[config.mk]
export PLATFORM = sky130hd
export DESIGN_NAME = rvsm_front
export DESIGN_NICKNAME = d
export VERILOG_FILES = /design/src/rtl/core/rvsm_pkg.sv /design/src/rtl/core/rvsm_fifo.sv /design/src/rtl/core/rvsm_front.sv
export SDC_FILE = /design/constraint.sdc
export NUM_CORES = 1
export LEC_CHECK = 0
export BUFFER_PORTS_ARGS = -buffer_cell sky130_fd_sc_hd__clkbuf_2
export CAP_MARGIN = 20
export CORE_AREA = 2 2 201 203
export DETAILED_ROUTE_END_ITERATION = 10
export DIE_AREA = 0 0 203 205
export GPL_TIMING_DRIVEN = 0
export SETUP_SLACK_MARGIN = 0.2
export SYNTH_ARGS = -nofsm -noshare
export SYNTH_HDL_FRONTEND = slang
export SYNTH_SLANG_ARGS = --single-unit
[constraint.sdc]
create_clock -name clk -period 4.6 [get_ports clk]
set_input_delay 0 -clock clk [delete_from_list [all_inputs] [get_ports clk]]
set_output_delay 0 -clock clk [all_outputs]
set_load 0.1 [all_outputs]
[src/rtl/core/rvsm_pkg.sv]
// Shared types and constants for the retriggered voice sample mixer.
`default_nettype none

package rvsm_pkg;

	localparam int CHAN_W   = 12;
	localparam int ADDR_W   = 20;
	localparam int LENGTH_W = 21;
	localparam int SAMPLE_W = 16;

	typedef enum logic [1:0] {
		CMD_TRIGGER = 2'd0,
		CMD_TICK    = 2'd1,
		CMD_WRITE   = 2'd2,
		CMD_CLEAR   = 2'd3
	} cmd_t;

	typedef enum logic [1:0] {
		ST_IDLE,
		ST_TRIG,
		ST_TICK
	} back_state_t;

	typedef struct packed {
		logic [1:0]                 command;
		logic [CHAN_W-1:0]          event_channel;
		logic [ADDR_W-1:0]          event_start;
		logic [LENGTH_W-1:0]        event_length;
		logic                       source_ended;
		logic [ADDR_W-1:0]          memory_address;
		logic signed [SAMPLE_W-1:0] memory_left;
		logic signed [SAMPLE_W-1:0] memory_right;
	} in_t;

	typedef struct packed {
		logic signed [SAMPLE_W-1:0] mix_left;
		logic signed [SAMPLE_W-1:0] mix_right;
		logic                       finished;
	} out_t;

	// Classified command as it waits between front and back
	typedef struct packed {
		cmd_t                    op;
		logic [CHAN_W-1:0]       chan;
		logic [ADDR_W-1:0]       addr;
		logic [LENGTH_W-1:0]     length;
		logic                    ended;
		logic [2*SAMPLE_W-1:0]   word;
	} job_t;

endpackage

`default_nettype wire

[src/rtl/core/rvsm_fifo.sv]
// Small generic FIFO used for the command and result queues.
`default_nettype none

module rvsm_fifo #(
	parameter int WIDTH = 8,
	parameter int DEPTH = 4
) (
	input  wire logic             clk,
	input  wire logic             arst_n,
	input  wire logic             push,
	input  wire logic [WIDTH-1:0] wdata,
	output logic                  full,
	input  wire logic             pop,
	output logic      [WIDTH-1:0] rdata,
	output logic                  empty
);

	localparam int AW = (DEPTH > 1) ? $clog2(DEPTH) : 1;
	localparam int CW = $clog2(DEPTH + 1);

	logic [WIDTH-1:0] mem_q [DEPTH];
	logic [AW-1:0]    wr_ptr_q;
	logic [AW-1:0]    rd_ptr_q;
	logic [CW-1:0]    count_q;
	logic             do_push;
	logic             do_pop;

	assign full    = (count_q == CW'(DEPTH));
	assign empty   = (count_q == '0);
	assign do_push = push && !full;
	assign do_pop  = pop && !empty;
	assign rdata   = mem_q[rd_ptr_q];

	always_ff @(posedge clk or negedge arst_n) begin
		if (!arst_n) begin
			wr_ptr_q <= '0;
			rd_ptr_q <= '0;
			count_q  <= '0;
		end else begin
			if (do_push) begin
				wr_ptr_q <= (wr_ptr_q == AW'(DEPTH - 1)) ? '0 : wr_ptr_q + 1'b1;
			end
			if (do_pop) begin
				rd_ptr_q <= (rd_ptr_q == AW'(DEPTH - 1)) ? '0 : rd_ptr_q + 1'b1;
			end
			if (do_push && !do_pop) begin
				count_q <= count_q + 1'b1;
			end else if (do_pop && !do_push) begin
				count_q <= count_q - 1'b1;
			end
		end
	end

	always_ff @(posedge clk) begin
		if (do_push) begin
			mem_q[wr_ptr_q] <= wdata;
		end
	end

endmodule

`default_nettype wire

[src/rtl/core/rvsm_front.sv]
// Front end: takes input transactions, classifies them and queues them for the back end.
`default_nettype none

module rvsm_front #(
	parameter int SAMPLE_ADDR_BITS = 20
) (
	input  wire logic          clk,
	input  wire logic          arst_n,
	input  wire logic          push,
	input  wire rvsm_pkg::in_t item,
	output logic               full,
	output logic               job_valid,
	output rvsm_pkg::job_t     job,
	input  wire logic          job_pop
);

	localparam int LIM_W = (SAMPLE_ADDR_BITS + 1 > rvsm_pkg::LENGTH_W) ?
		SAMPLE_ADDR_BITS + 1 : rvsm_pkg::LENGTH_W;
	localparam logic [LIM_W-1:0] LEN_LIMIT = LIM_W'(1) << SAMPLE_ADDR_BITS;

	rvsm_pkg::job_t job_in;
	logic           job_empty;

	always_comb begin
		job_in.op     = rvsm_pkg::cmd_t'(item.command);
		job_in.chan   = item.event_channel;
		job_in.addr   = (job_in.op == rvsm_pkg::CMD_WRITE) ? item.memory_address :
			item.event_start;
		// lengths past the end of sample memory are clipped to its size
		if (LIM_W'(item.event_length) > LEN_LIMIT) begin
			job_in.length = LEN_LIMIT[rvsm_pkg::LENGTH_W-1:0];
		end else begin
			job_in.length = item.event_length;
		end
		job_in.ended  = item.source_ended;
		job_in.word   = {item.memory_right, item.memory_left};
	end

	rvsm_fifo #(
		.WIDTH ($bits(rvsm_pkg::job_t)),
		.DEPTH (4)
	) u_cmd_q (
		.clk    (clk),
		.arst_n (arst_n),
		.push   (push),
		.wdata  (job_in),
		.full   (full),
		.pop    (job_pop),
		.rdata  (job),
		.empty  (job_empty)
	);

	assign job_valid = !job_empty;

endmodule

`default_nettype wire

==> flow_summary.toml <==
[floorplan]
die_w_um = 203
core_area_um2 = 39400
initial_core_util = 0.346
die_area_um2 = 41600
die_height_um = 205
row_count = 73
floorplan.io_pins = 202

[clock_tree]
numClockSinks = 359
clock_tree.buffer_depth = 3
clock_latency_ps = 540
htree_num_levels = 2
cts_buffers = 38
tritoncts = "done"
cts.reportedPaths.clkPinSlew_ps = 60
cts.root.buffer_cell = "clkbuf_16"

[hold_path]
min-delay-path-class = "input pin to flop"

[logic_synthesis]
synth_warnings = 0
count_of_different_cell_masters_after_synthesis = 21
synth.cells.most_frequent = "352 x edfxtp_1, 88 x mux4_2, 25 x mux2_2, 22 x nor2b_1, 11 x buf_2"
netlist_top_cells_area = "edfxtp_1 78%, mux4_2 15%, mux2_2 2.1%"
synth.yosys.seq_area_share = 0.789
instance_count_of_the_mapped_netlist = 543
syn-num-nets = 662
post_synth_instance_area_um2 = 13600
synth_edf_count = 352
area_fraction_of_the_dominant_cell_type_after_synthesis = 0.776
ffs_latches_synth = 359
synthDominantAreaCellType = "edfxtp_1"
count_leader_synth = "edfxtp_1"
synth-async-reset-ratio = 0.0195
yosys_most_used_dff = "edfxtp_1"
syn-mean-instance-area_um2 = 25.1

[grt]
grt_pass1_wl_mm = 42.6
globalRouteOverflowTotal = 0
maximum_number_of_pins_on_one_net_before_global_route_repair = 46
initial_antenna_violation_count = 0
vias_in_the_first_global_route = 7186
groute.usage.overall = 0.137

[final_layout]
final_cell_count_no_fill = 1453
num-nets-final = 1019
diodes = 0
areaGrowthSynthToFinish_pct = 30.0
postLayoutCoreUtil = 0.450
n_fill_cell = 3356
post_route_cells_drive_above_1_share = 0.428

[timing]
final_hold_violation_count = 0
setup_repair_after_global_routing_missed_its_margin = "false"
period_needed_ps = 2550
max-slew-margin-rel = 0.484
final.setup.worst_slack_ps = 2050
finalSetupViolations = 0
totalNegativeSetupSlack_ps = 0
max_slew.worst_pin.slew_ps = 773
fin_worst_skew_ps = 26.2
max_freq_ghz = 0.391
slew_viol_final = 0
finalCritPeriodShare = 0.555

[detailed_routing]
iteration_0_drc_markers = 296
drc = 0
detail_route.wirelength_mm = 27.8
drt.antenna.violating_nets = 0
post_drt_via_cell_ratio = 4.59
via_count = 6675
wl_per_cell_um = 19.1
dr.pass1.iters = 4

[placed_design]
buffer_ports.inserted = 200
dp_hpwl_mm = 16.8
placedCellCount = 1273
place_worst_setup_slack_ps = 2340
gp_congestion = 0.660

[job]
drv.max_cap_violation_count = 0

[critical_path]
cp_max_fo = 10
worstSetupEndpointType = "output port"
worst_setup_path_start_kind = "flop"
critPathKind = "flop to output port"
cp.arrival_ps = 2550
worst_ep_required_time_ps = 4600

[run_status]
run_status = "completed"
-- final timing paths --
| check | startpoint | end | slack (ps) | cells after the start |
|---|---|---|---|---|
| worst max-delay path | u_cmd_q.rd_ptr_q[1]$_DFFE_PN0P_ | job[81] | 2050 | 5 |
| worst min-delay path | item[73] | u_cmd_q.mem_q[2][34]$_DFFE_PP_ | 170 | 2 |
| min in group asynchronous | arst_n | u_cmd_q.wr_ptr_q[1]$_DFFE_PN0P_ | 430 | 3 |
| worst min register to register | u_cmd_q.count_q[2]$_DFFE_PN0P_ | u_cmd_q.count_q[2]$_DFFE_PN0P_ | 490 | 1 |
| max in group asynchronous | arst_n | u_cmd_q.count_q[2]$_DFFE_PN0P_ | 3920 | 3 |
| worst max register to register | u_cmd_q.count_q[2]$_DFFE_PN0P_ | u_cmd_q.mem_q[0][29]$_DFFE_PP_ | 2350 | 5 |
-- timing repair --
| item | CTS | global route |
|---|---|---|
| gates resized for setup | 0 | 0 |
| hold endpoints to repair | 365 | 0 |
| hold buffers | 112 | 0 |
| buffers inserted | 0 | 0 |
-- worst max-delay path, stage by stage (launching register included) --
cell and delay [ps]:
dfrtp_1 350, buf_2 300, buf_2 360, buf_4 270, mux4_2 340, clkbuf_2 390
-- cells by family (layout without fill, tap and decap cells) --
group	after synthesis	in the layout	synth area share
XOR/XNOR	3	3	0.00193
adder cells (fa/ha/maj)	7	7	0.00698
buffers and inverters	29	414	0.0208
flip-flops	359	359	0.789
multiplexers	113	113	0.166
AND/OR/NAND/NOR	32	32	0.0150
-- cells in the final DEF (no fill, tap or decap), types with 3 or more instances in the layout --
cell and instances:
buf_12 9, mux2_2 25, buf_16 4, edfxtp_1 352, clkbuf_1 11, mux4_2 88
buf_2 11, dlygate4sd3_1 112, ha_1 6, dfrtp_1 7, clkbuf_16 41, clkinv_1 11
nor2_1 3, and2_4 4, nor2b_1 22, clkbuf_2 200, inv_1 3, clkinv_2 4
-- per-stage QoR --
step | hold WS, ps | area, µm²
4_1_cts | 147 | 17700
2_1_floorplan | -296 | 13600
3_3_place_gp | -148 | 15300
6_report | 175 | 17700
5_1_grt | 202 | 17700
3_5_place_dp | -143 | 15400
-- per-layer routing --
metal | wire length, µm | global-route usage | vias to the layer above
met3 | 1560 | 0.0321 | 43
met1 | 11700 | 0.175 | 3429
met5 | 0 | 0 | -
li1 | - | - | 3013
met4 | 641 | 0.0511 | 0
met2 | 13900 | 0.228 | 190
-- registers in the layout (all words and copies together) (netlist names) --
signal	count
u_cmd_q.mem_q	352
u_cmd_q.count_q	3
u_cmd_q.rd_ptr_q	2
u_cmd_q.wr_ptr_q	2
-- final cells by class --
class                           count  area [µm²]  share of cell area
Tap cell                          525         657              0.0371
Multi-Input combinational cell    155        2600               0.147
Clock buffer                       49        1060              0.0596
Sequential cell                   359       10700               0.607
Buffer                             26         272              0.0153
Timing Repair Buffer              317        2250               0.127
Clock inverter                     19         115             0.00650
Inverter                            3        11.3            0.000636
Power is not shown: default switching activity piles up to over one toggle a cycle in this logic, so the estimate is an artifact.
