$ cat src/rtl/core/rvsm_fifo.sv
// Small generic FIFO used for the command and result queues.
`default_nettype none

module rvsm_fifo #(
	parameter int WIDTH = 8,
	parameter int DEPTH = 4
) (
	input  wire logic             clk,
	input  wire logic             arst_n,
	input  wire logic             push,
	input  wire logic [WIDTH-1:0] wdata,
	output logic                  full,
	input  wire logic             pop,
	output logic      [WIDTH-1:0] rdata,
	output logic                  empty
);

	localparam int AW = (DEPTH > 1) ? $clog2(DEPTH) : 1;
	localparam int CW = $clog2(DEPTH + 1);

	logic [WIDTH-1:0] mem_q [DEPTH];
	logic [AW-1:0]    wr_ptr_q;
	logic [AW-1:0]    rd_ptr_q;
	logic [CW-1:0]    count_q;
	logic             do_push;
	logic             do_pop;

	assign full    = (count_q == CW'(DEPTH));
	assign empty   = (count_q == '0);
	assign do_push = push && !full;
	assign do_pop  = pop && !empty;
	assign rdata   = mem_q[rd_ptr_q];

	always_ff @(posedge clk or negedge arst_n) begin
		if (!arst_n) begin
			wr_ptr_q <= '0;
			rd_ptr_q <= '0;
			count_q  <= '0;
		end else begin
			if (do_push) begin
				wr_ptr_q <= (wr_ptr_q == AW'(DEPTH - 1)) ? '0 : wr_ptr_q + 1'b1;
			end
			if (do_pop) begin
				rd_ptr_q <= (rd_ptr_q == AW'(DEPTH - 1)) ? '0 : rd_ptr_q + 1'b1;
			end
			if (do_push && !do_pop) begin
				count_q <= count_q + 1'b1;
			end else if (do_pop && !do_push) begin
				count_q <= count_q - 1'b1;
			end
		end
	end

	always_ff @(posedge clk) begin
		if (do_push) begin
			mem_q[wr_ptr_q] <= wdata;
		end
	end

endmodule

`default_nettype wire

$ cat config.mk
export PLATFORM = sky130hd
export DESIGN_NAME = rvsm_fifo
export DESIGN_NICKNAME = d
export VERILOG_FILES = /design/src/rtl/core/rvsm_fifo.sv
export SDC_FILE = /design/constraint.sdc
export NUM_CORES = 1
export LEC_CHECK = 0
export BUFFER_PORTS_ARGS = -buffer_cell sky130_fd_sc_hd__clkbuf_2
export CAP_MARGIN = 40
export CELL_PAD_IN_SITES_DETAIL_PLACEMENT = 1
export CELL_PAD_IN_SITES_GLOBAL_PLACEMENT = 1
export CORE_MARGIN = 2
export CORE_UTILIZATION = 40
export DETAILED_ROUTE_END_ITERATION = 16
export GPL_TIMING_DRIVEN = 0
export PLACE_DENSITY_LB_ADDON = 0.3
export SLEW_MARGIN = 40
export SYNTH_ARGS = -nofsm -noshare
export SYNTH_HDL_FRONTEND = slang
export SYNTH_SLANG_ARGS = --single-unit
export TNS_END_PERCENT = 30
$ cat constraint.sdc
create_clock -name clk -period 3.9 [get_ports clk]
set_input_delay 0.195 -clock clk [delete_from_list [all_inputs] [get_ports clk]]
set_output_delay 0.195 -clock clk [all_outputs]
set_load 0.005 [all_outputs]
==> results of run 1 <==
-- per-layer routing --
metal,GRT usage,vias up
met5,0,-
met4,0.0689,0
met3,0.0517,6
met2,0.227,16
met1,0.182,395
li1,-,356
-- critical path, delay by kind of cell, from the launching register on --
kind,cells,cell delay [ns]
flip-flops,1,0.46
XOR/XNOR,2,0.31
adder cells (fa/ha/maj),2,0.57
buffers and inverters,1,0.06
AND/OR/NAND/NOR,3,0.60
-- worst paths after layout --
path | from | endpoint | slack, ns | depth (start not counted)
worst max-delay path | count_q[0] | count_q[2] | 1.81 | 8
worst min register to register | count_q[2] | count_q[2] | 0.49 | 1
max in group asynchronous | arst_n | count_q[2] | 3.45 | 2
worst max register to register | count_q[0] | count_q[2] | 1.81 | 8
worst min-delay path | wdata[1] | mem_q[2][1] | 0.12 | 1
min in group asynchronous | arst_n | count_q[0] | 0.28 | 2
-- power by group --
group | internal, mW | switching, mW
clock network | 0.187 | 0.134
registers | 0.565 | 0.0567
logic | 0.254 | 0.216
-- Yosys cell counts, drive strengths merged --
library cell | count | area, sq um
edfxtp | 32 | 961
fa | 1 | 20.0
nor2 | 4 | 15.0
nor2b | 1 | 13.8
nand2 | 1 | 3.75
xnor2 | 1 | 8.76
nand2b | 1 | 13.8
buf | 1 | 5.00
dfrtp | 7 | 175
xor2 | 2 | 17.5
inv | 3 | 11.3
ha | 6 | 75.1
clkbuf | 1 | 3.75
and2 | 3 | 18.8
mux4 | 8 | 180
nor3b | 1 | 18.8
nor3 | 1 | 5.00
mux2 | 5 | 71.3
-- registers in the layout (all words and copies together), names as in the netlist --
register  cells
rd_ptr_q      2
count_q       3
mem_q        32
wr_ptr_q      2
-- through the flow --
step	power, mW	hold WS [ns]	util	setup WS (ns)
6_report	1.41	0.117	0.483	1.81
5_1_grt	1.51	0.119	0.483	1.62
4_1_cts	1.44	0.113	0.483	1.78
3_5_place_dp	1.11	0.0470	0.453	1.81
3_3_place_gp	1.09	0.0444	0.453	1.93
2_1_floorplan	0.957	-0.101	-	1.95
-- layout by cell type, fill, tap and decap left out, drive strengths merged, types with 2 or more instances in the layout --
cell type | Yosys | routed
xor2 | 2 | 2
nor2 | 4 | 4
ha | 6 | 6
inv | 3 | 3
and2 | 3 | 3
dfrtp | 7 | 7
clkbuf | 1 | 27
edfxtp | 32 | 32
mux2 | 5 | 5
clkinv | 0 | 2
mux4 | 8 | 8
-- what timing repair did --
action	4_1_cts	5_1_grt
buffers inserted	0	0
setup endpoints to repair	0	0
hold endpoints to repair	7	0
hold buffers	1	0
-- final cells by class --
class / count / area (sq um)
Sequential cell: 39 / 1140
Tap cell: 50 / 62.6
Timing Repair Buffer: 22 / 115
Clock inverter: 3 / 38.8
Inverter: 3 / 11.3
Clock buffer: 5 / 68.8
Fill cell: 374 / 2040
Buffer: 2 / 8.76
Multi-Input combinational cell: 35 / 462
-- cell families after synthesis --
logic type,Yosys count,share of synthesized area
flip-flops,39,0.702
buffers and inverters,5,0.0124
adder cells (fa/ha/maj),7,0.0588
multiplexers,13,0.155
AND/OR/NAND/NOR,12,0.0549
XOR/XNOR,3,0.0162
==> metrics.txt, run 1 <==
max_cap viols 0; CP max stage delay 0.46 ns; Vias 773; TNS Setup 0 ns; GRT Total Usage 0.146; Final Setup Violations 0; starting density of the core 0.410; post-DR vias/cell 4.86; GP Congestion 0.618; Max Used Layer met4; class of the worst hold path primary input to register; Final Instance Area 1900 sq um; Worst-Skew Late Latency 0.29 ns; Max Slew Vio Count 0; total clock buffers created by CTS 5; GRT overflow 0; post-synthesis instance area 1620 sq um; Core ar. 3940 sq um; post-route non-filler standard cell count 159; post-route fraction of the period consumed by the critical path 0.536; Clk pin slew, worst setup/hold paths 0.07 ns; endpoint type of the worst setup path register; crit-path cells nor3_1 -> nand2b_4 -> ha_1 -> inv_1 -> fa_1 -> xor2_1 -> nor2_1 -> xor2_1; VDD IR-drop max 0.377 mV; # port buffers 21; Relative slew margins 0.481; status finished, final reports clean; initial antenna violation count 0; Crit path arrival time 2.30 ns; Die X 67.6 um; syn_nets 98; #FFs+latches synth 39; Seq/Total Area, Yosys 0.702; P&R area growth vs syn 17.6%; root buffer cell clkbuf_8; post-CTS sizing 0; Placed Area 1790 sq um; Pleak 0.733 nW; CTS H-tree depth 2; largest net degree at the start of global routing 13; pin slew with the least headroom to its limit 0.776 ns; DRC violations left 0; DR WL met3 131 um; Avg WL per Cell 16.2 um; met2 WL 1.29 mm; synth warn 0; CTS sink cnt 39; I/O Pins 22; CTS tree done; first-pass iteration count of the detailed router 4; DRT met1 WL 1.11 mm; RSZ-0062 raised after global routing no; final wirelength 2.58 mm; Site Rows 23; DRT iter0 DRCs 31; Die ar. 4570 sq um; CP Max Fanout 4; cells after synthesis 79; Required @ worst endpoint 4.11 ns; power per cell area 743 nW/um^2; syn avg cell area 20.5 sq um; cell mode on critical path xor2_1; proportion of layout cells with a drive suffix above 1 0.413; Max Root-Sink Buffers 2; Setup CP Type register to register; Hold Vio Cnt, Final 0; Synth cell types 19; CP max stage cell dfrtp_1; Ant. Diodes 0; height of the die 67.6 um; Placed Instances 150; FMAX 479 MHz; CP startpoint kind register; first-pass GRT wire length 4.44 mm; fin crit period 2.09 ns; fin nets 127; post-DP HPWL 1.81 mm; vias in the first global route 871; Clock Skews 0.00286 ns; antenna-violating nets left 0
No activity file was read; power rests on OpenSTA's default activity.
==> inputs of run 2 (changes only) <==
==> constraint.sdc (replaced) <==
create_clock -name clk -period 1.99 [get_ports clk]
set_input_delay 0.0995 -clock clk [delete_from_list [all_inputs] [get_ports clk]]
set_output_delay 0.0995 -clock clk [all_outputs]
set_load 0.005 [all_outputs]
==> metrics.txt, run 2 (same netlist as run 1, synthesis figures left out) <==
status finished, final reports clean (unchanged); starting density of the core 0.410 (unchanged); # port buffers 21 (unchanged); post-DP HPWL 1.81 mm (unchanged); commonest non-fill, non-tap cell in the layout edfxtp_1 (unchanged); proportion of layout cells with a drive suffix above 1 0.478 (was 0.413); fin crit period 1.89 ns (was 2.09 ns); final core utilization 0.498 (was 0.483); CTS H-tree depth 2 (unchanged); FMAX 528 MHz (was 479 MHz); height of the die 67.6 um (unchanged); DRC violations left 0 (unchanged); capturing point of the worst reg2reg path count_q[1] (was count_q[2]); final wirelength 2.65 mm (was 2.58 mm); Regs by FF count mem_q (32), count_q (3) (unchanged); endpoint type of the worst setup path register (unchanged); post-DR vias/cell 4.83 (was 4.86); CTS tree done (unchanged); GRT overflow 0 (unchanged); GP Congestion 0.618 (unchanged); R2R Setup Slk 0.1 ns (was 1.81 ns); root buffer cell clkbuf_8 (unchanged); P&R area growth vs syn 21.3% (was 17.6%); Setup CP Type register to register (unchanged); CP Max Fanout 4 (unchanged); Vias 787 (was 773); Relative slew margins 0.477 (was 0.481); CP max stage delay 0.46 ns (about the same); post-route fraction of the period consumed by the critical path 0.952 (was 0.536); max FFs per register 32 (unchanged); Die X 67.6 um (unchanged); Core ar. 3940 sq um (unchanged); Pleak 0.753 nW (was 0.733 nW); total clock buffers created by CTS 5 (unchanged); class of the worst hold path primary input to register (unchanged); Clock Skews 0.00293 ns (was 0.00286 ns); first-pass GRT wire length 4.48 mm (was 4.44 mm); Critical Path Sink count_q[1] (was count_q[2]); Placed Area 1790 sq um (unchanged); pre-CTS setup slack -0.0966 ns (was 1.81 ns); Worst setup startpoint count_q[1] (was count_q[0]); Clk pin slew, worst setup/hold paths 0.07 ns (about the same); Hold Vio Cnt, Final 0 (unchanged); most frequent cells in the layout edfxtp_1 (32), clkbuf_2 (21), mux4_2 (8) (unchanged); CP startpoint kind register (unchanged); I/O Pins 22 (unchanged); Site Rows 23 (unchanged); antenna-violating nets left 0 (unchanged); Worst-Skew Late Latency 0.29 ns (about the same); Final Setup Violations 0 (unchanged); hold_ws 0.0232 ns (was 0.117 ns); Most flops, register mem_q (unchanged); crit-path cells nor3b_4 -> nor2b_4 -> ha_4 -> inv_1 -> fa_2 -> mux2_2 (was nor3_1 -> nand2b_4 -> ha_1 -> inv_1 -> fa_1 -> xor2_1 -> nor2_1 -> xor2_1); max_cap viols 0 (unchanged); pin slew with the least headroom to its limit 0.782 ns (was 0.776 ns); post-route non-filler standard cell count 163 (was 159); DRT iter0 DRCs 29 (was 31); fin nets 131 (was 127); Max Slew Vio Count 0 (unchanged); Final Instance Area 1960 sq um (was 1900 sq um); GRT Total Usage 0.147 (was 0.146); r2r worst-path depth 6 (was 8); VDD IR-drop max 0.738 mV (was 0.377 mV); largest net degree at the start of global routing 13 (unchanged); post-route setup slack 0.0965 ns (was 1.81 ns); Die ar. 4570 sq um (unchanged); vias in the first global route 871 (unchanged); Crit path arrival time 2.07 ns (was 2.30 ns); Required @ worst endpoint 2.16 ns (was 4.11 ns); Max Root-Sink Buffers 2 (unchanged); CTS sink cnt 39 (unchanged); Placed Instances 150 (unchanged); Ant. Diodes 0 (unchanged); Avg WL per Cell 16.3 um (was 16.2 um); initial antenna violation count 0 (unchanged); power per cell area 1460 nW/um^2 (was 743 nW/um^2); first-pass iteration count of the detailed router 4 (unchanged); RR Startpoint count_q[1] (was count_q[0]); CP max stage cell dfrtp_2 (was dfrtp_1)
[run 2: worst min-delay path by stage]
stage	startpoint	end	slack, ns	cells after the start
after floorplan	arst_n	count_q[0]	-0.20	0
after global placement	arst_n	count_q[0]	-0.05	1
after detailed placement	arst_n	count_q[0]	-0.05	1
after CTS	wdata[1]	mem_q[1][1]	0.02	1
after global routing	wdata[1]	mem_q[1][1]	0.02	1
final	wdata[1]	mem_q[2][1]	0.02	1
[run 2: worst max-delay path: cells and delay by family (launching register included)]
kind                       cells  cell delay [ns]
buffers and inverters          1             0.06
muxes                          1             0.26
DFF                            1             0.46
adders and majority gates      2             0.59
and+or+nand+nor                2             0.41
[run 2: repair_timing]
item / in CTS / in global routing
endpoints found under the hold margin: 7 / 0
buffers inserted: 1 / 3
pin swaps: 1 / 2
hold buffers: 1 / 0
gates cloned: 0 / 0
endpoints found under the setup margin: 2 / 2
resized for setup: 3 / 4
[run 2: report_power, final]
| part | total (mW) | internal (mW) | switching [mW] |
|---|---|---|---|
| Sequential | 1.23 | 1.11 | 0.118 |
| Clock | 0.629 | 0.367 | 0.262 |
| Combinational | 1.01 | 0.557 | 0.452 |
[run 2: final cells by class]
cell class,instances,area (sq um)
Timing Repair Buffer,26,145
Inverter,3,11.3
Multi-Input combinational cell,35,488
Tap cell,50,62.6
Sequential cell,39,1140
Clock inverter,3,38.8
Buffer,2,8.76
Fill cell,373,1980
Clock buffer,5,68.8
[run 2: per-layer routing]
metal | routed length, um | global-route usage | vias to the layer above
met2 | 1320 | 0.228 | 16
met3 | 126 | 0.0517 | 6
met4 | 56 | 0.0689 | 0
li1 | - | - | 366
met1 | 1150 | 0.184 | 399
met5 | 0 | 0 | -
[run 2: stage by stage]
step | TNS (ns) | total power [mW]
detailed placement | -0.111 | 2.18
finish | 0 | 2.87
global placement | 0 | 2.13
CTS | 0 | 2.85
floorplan | 0 | 1.88
global route | -0.00659 | 3.07
